### src/rtl/core/bmat_pkg.sv
`default_nettype none

package bmat_pkg;

  localparam int MAX_DIM    = 256;
  localparam int DIM_W      = $clog2(MAX_DIM);
  localparam int DW_W       = DIM_W + 1;
  localparam int SUM_W      = 2 * DIM_W + 1;
  localparam int SUM_DEPTH  = MAX_DIM * MAX_DIM;
  localparam int RUN_W      = 8;
  localparam int RECT_W     = 16;
  localparam int COORD_W    = RECT_W + 2;
  localparam int CFG_IDX_W  = 2;
  localparam int CFG_DATA_W = 9;

  localparam logic OP_LOAD  = 1'b0;
  localparam logic OP_QUERY = 1'b1;

  localparam logic [CFG_IDX_W-1:0] CFG_MASK_WIDTH  = 2'd0;
  localparam logic [CFG_IDX_W-1:0] CFG_MASK_HEIGHT = 2'd1;
  localparam logic [CFG_IDX_W-1:0] CFG_CLOUDIFY    = 2'd2;
  localparam logic [CFG_IDX_W-1:0] CFG_RUN_LIMIT   = 2'd3;

  localparam logic [CFG_DATA_W-1:0] DIM_RESET   = 9'd256;
  localparam logic [RUN_W-1:0]      LIMIT_RESET = 8'd24;

  typedef struct packed {
    logic capture;
    logic cfg_we;
    logic ld_addr;
    logic ld_wr;
    logic q_calc;
    logic q_rd0;
    logic q_rd1;
    logic q_done;
  } bmat_cmd_t;

  function automatic logic [DW_W-1:0] clamp_dim(input logic [CFG_DATA_W-1:0] v);
    logic [31:0] w;
    w = {{(32 - CFG_DATA_W){1'b0}}, v};
    if (w == 32'd0) begin
      w = 32'd1;
    end else if (w > 32'(MAX_DIM)) begin
      w = 32'(MAX_DIM);
    end
    return w[DW_W-1:0];
  endfunction

  function automatic logic corner_zero(input logic [DW_W-1:0] x, input logic [DW_W-1:0] y);
    return (x == '0) || (y == '0);
  endfunction

  function automatic logic [2*DIM_W-1:0] corner_addr(input logic [DW_W-1:0] x,
                                                     input logic [DW_W-1:0] y);
    logic [DW_W-1:0] xm;
    logic [DW_W-1:0] ym;
    xm = x - DW_W'(1);
    ym = y - DW_W'(1);
    return {ym[DIM_W-1:0], xm[DIM_W-1:0]};
  endfunction

endpackage

`default_nettype wire

### src/rtl/core/bmat_ctrl.sv
`default_nettype none

module bmat_ctrl (
  input  wire logic                 clk,
  input  wire logic                 rst_n,
  input  wire logic                 in_valid,
  input  wire logic                 in_opcode,
  output logic                      in_stall,
  output logic                      out_valid,
  input  wire logic                 out_stall,
  input  wire logic                 cfg_valid,
  output logic                      cfg_ready,
  output bmat_pkg::bmat_cmd_t       cmd
);

  import bmat_pkg::*;

  localparam logic [2:0] ST_IDLE    = 3'd0;
  localparam logic [2:0] ST_LD_ADDR = 3'd1;
  localparam logic [2:0] ST_LD_WR   = 3'd2;
  localparam logic [2:0] ST_Q_CALC  = 3'd3;
  localparam logic [2:0] ST_Q_RD0   = 3'd4;
  localparam logic [2:0] ST_Q_RD1   = 3'd5;
  localparam logic [2:0] ST_Q_DONE  = 3'd6;

  logic [2:0] state_r, state_nxt;
  logic       out_valid_r, out_valid_nxt;
  logic       slot_free;
  logic       take;
  logic       accept;
  logic [2:0] start_state;

  assign slot_free   = !out_valid_r || !out_stall;
  assign take        = (state_r == ST_IDLE) || (state_r == ST_LD_WR) ||
                       ((state_r == ST_Q_DONE) && slot_free);
  assign in_stall    = !take;
  assign accept      = in_valid && take;
  assign start_state = (in_opcode == OP_QUERY) ? ST_Q_CALC : ST_LD_ADDR;
  assign cfg_ready   = (state_r == ST_IDLE);
  assign out_valid   = out_valid_r;

  always_comb begin
    cmd         = '0;
    cmd.capture = accept;
    cmd.cfg_we  = cfg_valid && (state_r == ST_IDLE);
    cmd.ld_addr = (state_r == ST_LD_ADDR);
    cmd.ld_wr   = (state_r == ST_LD_WR);
    cmd.q_calc  = (state_r == ST_Q_CALC);
    cmd.q_rd0   = (state_r == ST_Q_RD0);
    cmd.q_rd1   = (state_r == ST_Q_RD1);
    cmd.q_done  = (state_r == ST_Q_DONE) && slot_free;
  end

  always_comb begin
    state_nxt = state_r;
    case (state_r)
      ST_IDLE: begin
        if (accept) begin
          state_nxt = start_state;
        end
      end
      ST_LD_ADDR: state_nxt = ST_LD_WR;
      ST_LD_WR: begin
        state_nxt = accept ? start_state : ST_IDLE;
      end
      ST_Q_CALC: state_nxt = ST_Q_RD0;
      ST_Q_RD0:  state_nxt = ST_Q_RD1;
      ST_Q_RD1:  state_nxt = ST_Q_DONE;
      ST_Q_DONE: begin
        if (slot_free) begin
          state_nxt = accept ? start_state : ST_IDLE;
        end
      end
      default: state_nxt = ST_IDLE;
    endcase
  end

  always_comb begin
    out_valid_nxt = out_valid_r;
    if (cmd.q_done) begin
      out_valid_nxt = 1'b1;
    end else if (out_valid_r && !out_stall) begin
      out_valid_nxt = 1'b0;
    end
  end

  always_ff @(posedge clk) begin
    if (!rst_n) begin
      state_r     <= ST_IDLE;
      out_valid_r <= 1'b0;
    end else begin
      state_r     <= state_nxt;
      out_valid_r <= out_valid_nxt;
    end
  end

endmodule

`default_nettype wire

### config.mk
export PLATFORM = sky130hd
export DESIGN_NAME = bmat_ctrl
export DESIGN_NICKNAME = d
export VERILOG_FILES = /design/src/rtl/core/bmat_pkg.sv /design/src/rtl/core/bmat_ctrl.sv
export SDC_FILE = /design/constraint.sdc
export NUM_CORES = 1
export LEC_CHECK = 0
export ABC_AREA = 1
export BUFFER_PORTS_ARGS = -buffer_cell sky130_fd_sc_hd__buf_4
export CAP_MARGIN = 20
export CELL_PAD_IN_SITES_DETAIL_PLACEMENT = 0
export CELL_PAD_IN_SITES_GLOBAL_PLACEMENT = 1
export CORE_AREA = 2 2 39 41
export DETAILED_ROUTE_END_ITERATION = 10
export DIE_AREA = 0 0 41 43
export PLACE_DENSITY_LB_ADDON = 0.1
export SLEW_MARGIN = 25
export SYNTH_ARGS = -nofsm -noshare
export SYNTH_HDL_FRONTEND = slang
export SYNTH_SLANG_ARGS = --single-unit
### constraint.sdc
create_clock -name clk -period 3.48 [get_ports clk]
set_input_delay 0.696 -clock clk [delete_from_list [all_inputs] [get_ports clk]]
set_output_delay 0.696 -clock clk [all_outputs]
set_load 0.02 [all_outputs]
# After elaboration in Yosys (flattened, before gate mapping)
# Index checks and enable logic that the tools add are counted.
dict set report word_totals {
  out_inout_bits 11
  inputBits 6
  regBits 4
  elab_cells 30
}
dict set report op_classes {
  reduce_logical 13
  eq_ne 8
  muxes 7
}
# cell n
set op_table {}
lappend op_table {{one-hot mux 3 bit (7 select lines)} 1}
lappend op_table {{== test 3 bit, second input constant} 3}
lappend op_table {{== test 3 x 2 -> 1 bit, second input constant} 2}
lappend op_table {{two-way mux 3 bit} 2}
lappend op_table {{logical AND 1 bit} 4}
lappend op_table {{two-way mux 2 bit} 2}
lappend op_table {{== test 3 x 1 -> 1 bit, second input constant} 1}
lappend op_table {{zero test 1 bit} 3}
lappend op_table {{zero test 3 bit} 1}
lappend op_table {{logical OR 1 bit} 3}
lappend op_table {{two-way mux 1 bit} 2}
lappend op_table {{inequality test 2 x 1 -> 1 bit, second input constant} 1}
lappend op_table {{inequality test 2 bit, second input constant} 1}
lappend op_table {{AND reduction 2 bit} 1}
lappend op_table {{nonzero test 2 bit} 1}

# Depth between registers and ports, before layout
# Gate-level depths: netlist (run 1).
dict set report logic_depth {
  ltp_word 8
  depth_mapped 8
}

# Least setup slack after synthesis (run 1)
# Ideal clock, no wire load.
dict set report synth_timing {
  kind {input to output}
  from {in out_stall}
  to {out cmd[7] (netlist name)}
  t_arrival_ns 1.220
  required_ns 2.784
  slack_ns 1.564
  path_stages 4
  path_cell_list {a21oi_2 > a21oi_2 > nor2_1 > buf_4}
}
dict set report synth_via {
  elab_chain_len 5
}
# element line_no
set synth_lines {}
lappend synth_lines {{start: declaration} bmat_ctrl.sv:10} ;# input wire logic out_stall,
lappend synth_lines {{zero test 1 bit} bmat_ctrl.sv:33} ;# assign slot_free = !out_valid_r || !out_stall;
lappend synth_lines {{logical OR 1 bit} bmat_ctrl.sv:33}
lappend synth_lines {{logical AND 1 bit} bmat_ctrl.sv:35} ;# ((state_r == ST_Q_DONE) && slot_free);
lappend synth_lines {{logical OR 1 bit} bmat_ctrl.sv:34} ;# assign take = (state_r == ST_IDLE) || (state_r == ST_LD_WR) ||
lappend synth_lines {{logical AND 1 bit} bmat_ctrl.sv:37} ;# assign accept = in_valid && take;
lappend synth_lines {{end: declaration} bmat_ctrl.sv:13} ;# output bmat_pkg::bmat_cmd_t cmd
# No other way between the ends.

==> flow_metrics.py, run 1 <==
metrics = {
    "status": {
        "outcome": "complete, no violations",
    },
    "timing": {
        "whs_ns": 0.589,
        "grt_setup_unrepaired": "false",
        "worst_pin_slew_ns": 0.199,
        "finalHoldViolCount": 0,
        "maxSlewViolCount": 0,
        "max-slew-margin-rel_pct": 86.7,
        "fin_crit_ns": 2.01,
        "fin_crit_sh_pct": 57.6,
        "tns_ns": 0,
        "setup_viol": 0,
        "skew_ns": 0.00404,
        "fmax_mhz": 499,
    },
    "floorplanning": {
        "die_y_um": 43,
        "pin_count": 17,
        "start_util_pct": 20.9,
        "dieArea_sq_um": 1760,
        "coreArea_sq_um": 1380,
        "fp-row-count": 14,
        "die_x_um": 41,
    },
    "hold_path": {
        "hp-start": "out_valid$_SDFFE_PN0P_",
        "hold_path.class": "reg2reg",
        "min_path_cells": 2,
        "hold_end": "out_valid$_SDFFE_PN0P_",
    },
    "critical_path": {
        "worst-setup-path-type": "reg2out",
        "crit_buf_inv": 2,
        "crit_cells": 7,
        "path_cells": "inv_2, nor2_2, nand2_1, a21oi_2, a21oi_2, nor2_1, buf_4",
        "rr_endpoint": "state_r[1]$_SDFFE_PN0P_",
        "worst_path_most_repeated_cell": "a21oi_2",
        "slowest_delay_ns": 0.35,
        "cp_max_fo": 4,
        "regToRegSetupSlack_ns": 2.36,
        "slowest_stage": "dfxtp_1",
        "critical-path-top-delay-family": "flip-flops",
        "crit_required_ns": 2.78,
        "arrival_ns": 1.31,
        "rr_worst_depth": 7,
        "start_kind": "register",
        "r2r_start": "state_r[2]$_SDFFE_PN0P_",
        "cp-end-kind": "output port",
    },
    "clock_tree": {
        "cts_max_level": 1,
        "postCtsSetupBuffers": 0,
        "ctsHoldBuffers": 0,
        "cts_resized": 0,
        "cts_root_buf": "clkbuf_4",
        "clk_path_buf_depth": 2,
        "clkLatencyLatePin_ns": 0.23,
        "cts_tree": "built",
        "clkTransAtPathRegs_ns": 0.04,
        "numClockSinks": 4,
        "cts_buffers": 3,
    },
    "placement": {
        "place_area_sq_um": 414,
        "io_buffer_count": 16,
        "place_congestion": 0.670,
        "place_hpwl_um": 589,
    },
    "synth": {
        "seq_area_frac_synth_pct": 27.7,
        "syn_nets": 50,
        "yosysMostFrequentCell": "nand2_1",
        "async_flop_share_pct": 0,
        "synth_area_per_cell_sq_um": 6.57,
        "synth_top_area_share_pct": 27.7,
        "ys_ff_latch": 4,
        "syn_inst": 44,
        "synthFlopType": "dfxtp_1",
        "synthTopCellsByCount": "nand2_1 (9), inv_1 (6), nor2_1 (6)",
        "yosys_warnings": 0,
        "synth-edff-count": 0,
        "synth_cell_types": 13,
        "synth_area_leader_cell": "dfxtp_1",
        "syn_area_sq_um": 289,
        "synth_top_cells_by_area": "dfxtp_1 (28%), nand2_1 (12%), a21oi_2 (9.1%), inv_1 (7.8%), nor2_1 (7.8%)",
    },
    "final_layout": {
        "drive_above_1_share_pct": 50.8,
        "final_nets": 69,
        "area_growth_syn_to_layout_pct": 51.1,
        "final_util_pct": 31.6,
        "final_area_sq_um": 437,
        "diodes": 0,
    },
    "drt": {
        "postRouteWirelength_um": 675,
        "via_per_inst": 3.84,
        "drc": 0,
        "post_drt_wl_per_cell_um": 8.77,
        "dr.pass1.iters": 1,
        "num_vias": 296,
        "drt_iter0_markers": 0,
        "route.antenna.remaining_nets": 0,
    },
    "flow_run": {
        "cap_violations": 0,
    },
    "power_and_ir_drop": {
        "powerDensity_nw_per_um2": 491,
        "power_leakage_nw": 0.225,
        "ir_worst_vdd_mv": 0.219,
    },
    "global_routing": {
        "overflow": 0,
        "antenna_found_initial": 0,
        "grt_use_total_pct": 8.54,
        "grt_first_pass_wirelength_um": 1010,
        "grt_pass1_vias": 269,
        "grt_max_degree": 6,
    },
}
-- worst register-to-register path: cells and delay by family (launching register included) --
kind / cells / cell delay [ns]
DFF: 1 / 0.41
buffers and inverters: 1 / 0.11
AOI/OAI and AO/OA: 2 / 0.25
and+or+nand+nor: 4 / 0.23
-- cells in the final DEF (no fill, tap or decap) --
cell type  count
nor3_2         1
a21oi_1        3
buf_4         16
nor2_1         6
clkbuf_4       3
nand2_1        9
o211ai_2       1
dfxtp_1        4
nor2_2         3
nor3_1         2
nand2_4        1
inv_1          6
a21oi_2        3
inv_2          3
-- layer usage --
layer	share of wire (%)	track usage, %
met5	0	0
met4	0	6.00
met3	4.1	1.57
met2	51	12.2
met1	44	11.0
-- report_power, final --
part | leakage, nW | internal, mW | total [mW] | switching (mW)
registers | 0.0327 | 0.0512 | 0.0571 | 0.00594
logic | 0.178 | 0.0411 | 0.101 | 0.0602
clock network | 0.0138 | 0.0385 | 0.0561 | 0.0176
total | 0.225 | 0.131 | 0.214 | 0.0838
-- kinds of logic (layout without fill, tap and decap cells) --
| logic type | count (synthesis) | in the layout | synth area share (%) |
|---|---|---|---|
| and+or+nand+nor | 22 | 22 | 36.8 |
| AOI/OAI and AO/OA | 7 | 7 | 18.6 |
| buffers and inverters | 11 | 28 | 16.9 |
| DFF | 4 | 4 | 27.7 |
-- sequential cells by signal, summed over array words and instances, names as in the netlist --
signal     cells
out_valid      1
state_r        3
-- worst max-delay path by stage --
stage | end | startpoint | slack, ns
after floorplan | cmd[7] | out_stall | 1.56
after detailed placement | cmd[7] | out_stall | 1.52
final | cmd[7] | state_r[1]$_SDFFE_PN0P_ | 1.47
after global placement | cmd[7] | out_stall | 1.54
after global routing | cmd[7] | state_r[1]$_SDFFE_PN0P_ | 1.32
after CTS | cmd[7] | state_r[1]$_SDFFE_PN0P_ | 1.44
-- through the flow --
| stage | setup WS [ns] | cells | total power [mW] |
|---|---|---|---|
| after detailed placement | 1.52 | 74 | 0.161 |
| after global placement | 1.54 | 74 | 0.162 |
| final | 1.47 | 77 | 0.214 |
| after CTS | 1.44 | 77 | 0.220 |
| after floorplan | 1.56 | 44 | 0.126 |
| after global routing | 1.32 | 77 | 0.233 |
-- layout make-up --
type / instances / area (sq um)
fillers: 164 / 947
multi-input cells: 29 / 160
repair buffers: 16 / 120
flip-flops and latches: 4 / 80.1
inverters: 9 / 33.8
clock buffers: 3 / 22.5
well taps: 16 / 20.0
Power figures use the tool's default switching activity.
==> run 2, diff against run 1 <==
--- a/config.mk
+++ b/config.mk
@@ -5,7 +5,7 @@
 export SDC_FILE = /design/constraint.sdc
 export NUM_CORES = 1
 export LEC_CHECK = 0
-export ABC_AREA = 1
+export ABC_AREA = 0
 export BUFFER_PORTS_ARGS = -buffer_cell sky130_fd_sc_hd__buf_4
 export CAP_MARGIN = 20
 export CELL_PAD_IN_SITES_DETAIL_PLACEMENT = 0
==> constraint.sdc (replaced) <==
create_clock -name clk -period 2.1 [get_ports clk]
set_input_delay 0.42 -clock clk [delete_from_list [all_inputs] [get_ports clk]]
set_output_delay 0.42 -clock clk [all_outputs]
set_load 0.02 [all_outputs]
==> run 2 against run 1 <==
  * Global-route usage increased by 2.0 points
  * Total power is 21% higher
  * Synthesized area is 13% higher
  * Critical endpoint is now cmd[1]
  * Largest cell class unchanged
==> flow_metrics.py, run 2 <==
metrics = {
    "status": {
        "outcome": "complete, no violations",
    },
    "flow_run": {
        "cap_violations": 0,
    },
    "timing": {
        "tns_ns": 0,
        "fin_crit_sh_pct": 83.8,
        "maxSlewViolCount": 0,
        "setup_viol": 0,
        "whs_ns": 0.471,
        "skew_ns": 0.000787,
        "finalHoldViolCount": 0,
        "fmax_mhz": 568,
        "max-slew-margin-rel_pct": 70.0,
        "grt_setup_unrepaired": "false",
        "fin_crit_ns": 1.76,
        "worst_pin_slew_ns": 0.449,
    },
    "clock_tree": {
        "ctsHoldBuffers": 0,
        "clkLatencyLatePin_ns": 0.23,
        "numClockSinks": 4,
        "clk_path_buf_depth": 2,
        "postCtsSetupBuffers": 0,
        "cts_tree": "built",
        "cts_root_buf": "clkbuf_4",
        "cts_buffers": 3,
        "clkTransAtPathRegs_ns": 0.04,
        "cts_resized": 0,
        "cts_max_level": 1,
    },
    "final_layout": {
        "diodes": 0,
        "final_cell_mix": "buf_4 (17), dfxtp_1 (4), nor3b_1 (3), inv_1 (3), clkbuf_4 (3)",
        "final_area_sq_um": 449,
        "seqCellArea_sq_um": 80.1,
        "final_nets": 59,
        "mostFrequentLayoutCell": "buf_4",
        "multi_input_area_sq_um": 188,
        "area_growth_syn_to_layout_pct": 37.5,
        "top_register": "state_r",
        "largest_reg_flops": 3,
        "fillers": 156,
        "drive_above_1_share_pct": 52.9,
    },
    "synth": {
        "ys_ff_latch": 4,
        "synth_cell_types": 22,
        "synthTopCellsByCount": "dfxtp_1 (4), buf_4 (3), inv_1 (3), nor3b_1 (3)",
        "syn_area_sq_um": 327,
        "synth_area_leader_cell": "dfxtp_1",
        "yosysMostFrequentCell": "dfxtp_1",
        "syn_nets": 42,
        "synth_top_area_share_pct": 24.5,
        "seq_area_frac_synth_pct": 24.5,
        "synth_area_per_cell_sq_um": 9.07,
        "synthFlopType": "dfxtp_1",
        "yosys_warnings": 0,
        "async_flop_share_pct": 0,
        "syn_inst": 36,
        "synth-edff-count": 0,
        "synth_top_cells_by_area": "dfxtp_1 (25%), buf_4 (6.9%), nor3b_1 (6.9%), a21bo_2 (6.1%), a311oi_2 (4.6%)",
    },
    "drt": {
        "drt_iter0_markers": 10,
        "via_per_inst": 4.60,
        "postRouteWirelength_um": 752,
        "drc": 0,
        "dr.pass1.iters": 4,
        "num_vias": 308,
        "route.antenna.remaining_nets": 0,
        "post_drt_wl_per_cell_um": 11.2,
    },
    "power_and_ir_drop": {
        "pwr-share-clk_pct": 36.3,
        "p_sw_uw": 76.8,
        "power_leakage_nw": 0.208,
        "power.total_uw": 259,
        "ir_worst_vdd_mv": 0.281,
        "p_int_uw": 182,
        "swShare_pct": 29.7,
        "seq_power_share_pct": 34.2,
        "pwr-share-comb_pct": 29.5,
        "powerDensity_nw_per_um2": 576,
    },
    "floorplanning": {
        "fp-row-count": 14,
        "coreArea_sq_um": 1380,
        "die_y_um": 43,
        "pin_count": 17,
        "die_x_um": 41,
        "start_util_pct": 23.6,
        "dieArea_sq_um": 1760,
    },
    "placement": {
        "io_buffer_count": 16,
        "place_congestion": 0.691,
        "place_area_sq_um": 427,
    },
    "global_routing": {
        "antenna_found_initial": 0,
        "grt_use_total_pct": 10.5,
        "grt_first_pass_wirelength_um": 1170,
        "grt_max_degree": 15,
        "grt_pass1_vias": 262,
        "overflow": 0,
    },
    "critical_path": {
        "arrival_ns": 1.34,
        "cp_max_fo": 14,
        "path_cells": "inv_1, nor3b_1, buf_4",
        "cp-end-kind": "output port",
        "slowest_stage": "dfxtp_1",
        "worst-setup-path-type": "reg2out",
        "slowest_delay_ns": 0.58,
        "start_kind": "register",
        "crit_required_ns": 1.68,
    },
    "hold_path": {
        "hold_path.class": "in2reg",
    },
}
[run 2: final cells by class]
type                       instances  share of cell area (%)
timing repair buffer              17                    28.4
inverter                           3                    2.51
multi-input combinational         24                    41.8
tap                               16                    4.46
sequential                         4                    17.8
clock buffer                       3                    5.01
[run 2: path summary, 6_finish.rpt]
kind,startpoint,endpoint,slack [ns],cells past startpoint
worst min-delay path,in_valid,state_r[0]$_SDFFE_PN0P_,0.47,2
worst max-delay path,state_r[0]$_SDFFE_PN0P_,cmd[1],0.34,3
worst max register to register,state_r[2]$_SDFFE_PN0P_,state_r[0]$_SDFFE_PN0P_,0.91,2
worst min register to register,out_valid$_SDFFE_PN0P_,out_valid$_SDFFE_PN0P_,0.50,2
[run 2: power by group through the flow]
stage	Clock, mW	Combinational (mW)	Sequential, mW
2_1_floorplan	0	0.0566	0.0846
3_3_place_gp	0	0.0768	0.0897
3_5_place_dp	0	0.0774	0.0899
4_1_cts	0.0977	0.0777	0.0887
5_1_grt	0.108	0.0822	0.0900
6_report	0.0941	0.0763	0.0886
[run 2: per-stage QoR]
step / utilization (%) / worst slack [ns] / cells
after floorplan: - / 0.405 / 36
after global placement: 30.8 / 0.489 / 64
after detailed placement: 30.8 / 0.474 / 64
after CTS: 32.5 / 0.316 / 67
after global routing: 32.5 / 0.179 / 67
final: 32.5 / 0.341 / 67
[run 2: worst max-delay path, delay by kind of cell (launching register included)]
kind | cells | cell delay [ns]
buffers and inverters | 2 | 0.31
DFF | 1 | 0.58
and+or+nand+nor | 1 | 0.21
[run 2: routing by layer]
metal	GRT usage [%]	up-vias	wire length [um]	share of wire (%)
li1	-	157	-	-
met1	13.8	136	338	45
met2	11.9	11	328	44
met3	3.14	4	54	7.2
met4	12.0	0	31	4.1
met5	0	-	0	0
[run 2: logic make-up (layout without fill, tap and decap cells)]
kind of cell	Yosys count	in the layout	synth area share, %
AO/OA/AOI/OAI	10	10	28.4
buffers and inverters	8	23	18.0
flip-flops	4	4	24.5
AND/OR/NAND/NOR	14	14	29.1
==> run 3, diff against run 2 <==
==> constraint.sdc (replaced) <==
create_clock -name clk -period 1.82 [get_ports clk]
set_input_delay 0.364 -clock clk [delete_from_list [all_inputs] [get_ports clk]]
set_output_delay 0.364 -clock clk [all_outputs]
set_load 0.02 [all_outputs]
==> run 3 against run 2 <==
  * Global-route usage is 1.1 points lower
  * Cell count stayed put
  * Combinational power is 16% higher
  * Sequential cell count stayed put
  * Non-clock buffer count stayed put
  * Clock power is 12% higher
  * Die area stayed put
  * Critical path depth is 1 lower
  * Hold slack worse by 0.059 ns
  * Via count is 1.6% higher
  * Sequential share of layout area is 0.23 points higher
  * Largest power group unchanged
==> flow_metrics.py, run 3 (synthesized netlist as in run 2, its figures left out) <==
metrics = {
    "critical_path": {
        "start_kind": "register",
        "startpoint": "state_r[2]$_SDFFE_PN0P_",
        "cp-end-kind": "output port",
        "arrival_ns": 1.32,
        "crit_required_ns": 1.46,
        "worst-setup-path-type": "reg2out",
        "cp_max_fo": 14,
        "r2r_start": "state_r[2]$_SDFFE_PN0P_",
    },
    "power_and_ir_drop": {
        "pwr-share-clk_pct": 35.3,
        "powerDensity_nw_per_um2": 659,
        "pwr-share-comb_pct": 29.8,
        "p_sw_uw": 86.5,
        "ir_worst_vdd_mv": 0.286,
        "power.total_uw": 297,
        "power_leakage_nw": 0.208,
        "p_int_uw": 210,
        "swShare_pct": 29.2,
        "seq_power_share_pct": 34.9,
    },
    "drt": {
        "via_per_inst": 4.67,
        "route.antenna.remaining_nets": 0,
        "drc": 0,
        "dr.pass1.iters": 4,
        "num_vias": 313,
        "postRouteWirelength_um": 794,
        "post_drt_wl_per_cell_um": 11.9,
        "drt_iter0_markers": 7,
    },
    "clock_tree": {
        "cts_resized": 0,
        "postCtsSetupBuffers": 0,
        "clkLatencyLatePin_ns": 0.23,
        "cts_buffers": 3,
        "cts_max_level": 1,
        "ctsHoldBuffers": 0,
        "clk_path_buf_depth": 2,
        "cts_tree": "built",
        "numClockSinks": 4,
        "clkTransAtPathRegs_ns": 0.03,
        "cts_root_buf": "clkbuf_4",
    },
    "global_routing": {
        "grt_first_pass_wirelength_um": 1120,
        "overflow": 0,
        "grt_pass1_vias": 274,
        "antenna_found_initial": 0,
        "grt_max_degree": 15,
        "grt_use_total_pct": 9.42,
    },
    "final_layout": {
        "largest_reg_flops": 3,
        "final_area_sq_um": 450,
        "top_register": "state_r",
        "fillers": 147,
        "drive_above_1_share_pct": 54.9,
        "final_util_pct": 32.5,
        "final_nets": 59,
        "fin_cells": 67,
        "area_growth_syn_to_layout_pct": 37.9,
        "diodes": 0,
        "mostFrequentLayoutCell": "buf_4",
        "final_cell_mix": "buf_4 (17), nor3b_1 (3), inv_1 (3), clkbuf_4 (3), dfxtp_1 (3)",
    },
    "placement": {
        "placed_cells": 64,
        "dp_slack_ns": 0.336,
        "io_buffer_count": 16,
        "place_area_sq_um": 427,
        "place_congestion": 0.717,
    },
    "hold_path": {
        "hold_path.class": "in2reg",
        "hp-start": "in_valid",
    },
    "floorplanning": {
        "fp-row-count": 14,
        "die_y_um": 43,
        "die_x_um": 41,
        "start_util_pct": 23.6,
        "dieArea_sq_um": 1760,
        "pin_count": 17,
        "coreArea_sq_um": 1380,
    },
    "timing": {
        "maxSlewViolCount": 0,
        "tns_ns": 0,
        "whs_ns": 0.412,
        "skew_ns": 0.000175,
        "max-slew-margin-rel_pct": 69.0,
        "worst_pin_slew_ns": 0.464,
        "setup_ws_ns": 0.140,
        "fin_crit_sh_pct": 92.3,
        "setup_viol": 0,
        "fmax_mhz": 595,
        "finalHoldViolCount": 0,
        "fin_crit_ns": 1.68,
        "grt_setup_unrepaired": "false",
    },
    "flow_run": {
        "cap_violations": 0,
    },
    "status": {
        "outcome": "complete, no violations",
    },
}
-- run 3: cell counts in the layout (fill, tap and decap cells not counted) --
Identical to the previous run, type by type.
-- run 3: worst max-delay path, cell delays in order, from the launching register on --
cell and delay (ns):
dfxtp_1 0.60, nor3b_2 0.31, buf_4 0.18
-- run 3: cell type report --
cell class	count	area, sq um	area share, %
Clock buffer	3	22.5	5.00
Timing Repair Buffer	17	128	28.3
Sequential cell	4	81.3	18.1
Inverter	3	11.3	2.50
Tap cell	16	20.0	4.44
Multi-Input combinational cell	24	188	41.7
-- run 3: path summary, 6_finish.rpt --
| path | to | slack [ns] | cells after the start |
|---|---|---|---|
| hold reg to reg | out_valid$_SDFFE_PN0P_ | 0.51 | 2 |
| hold / removal | state_r[0]$_SDFFE_PN0P_ | 0.41 | 2 |
| setup reg to reg | state_r[0]$_SDFFE_PN0P_ | 0.63 | 2 |
| setup / recovery | cmd[2] | 0.14 | 2 |
-- run 3: routing by layer --
| layer | global-route usage [%] | vias to the layer above | part of all wire (%) |
|---|---|---|---|
| met3 | 1.57 | 0 | 6.5 |
| li1 | - | 157 | - |
| met1 | 11.5 | 147 | 46 |
| met4 | 8.00 | 0 | 0 |
| met2 | 13.4 | 9 | 47 |
| met5 | 0 | - | 0 |
-- run 3: power groups by stage --
stage | clock network (mW) | registers, mW | logic (mW)
global route | 0.116 | 0.105 | 0.0946
CTS | 0.112 | 0.102 | 0.0894
detailed placement | 0 | 0.104 | 0.0893
finish | 0.105 | 0.103 | 0.0886
global placement | 0 | 0.103 | 0.0883
floorplan | 0 | 0.0976 | 0.0653
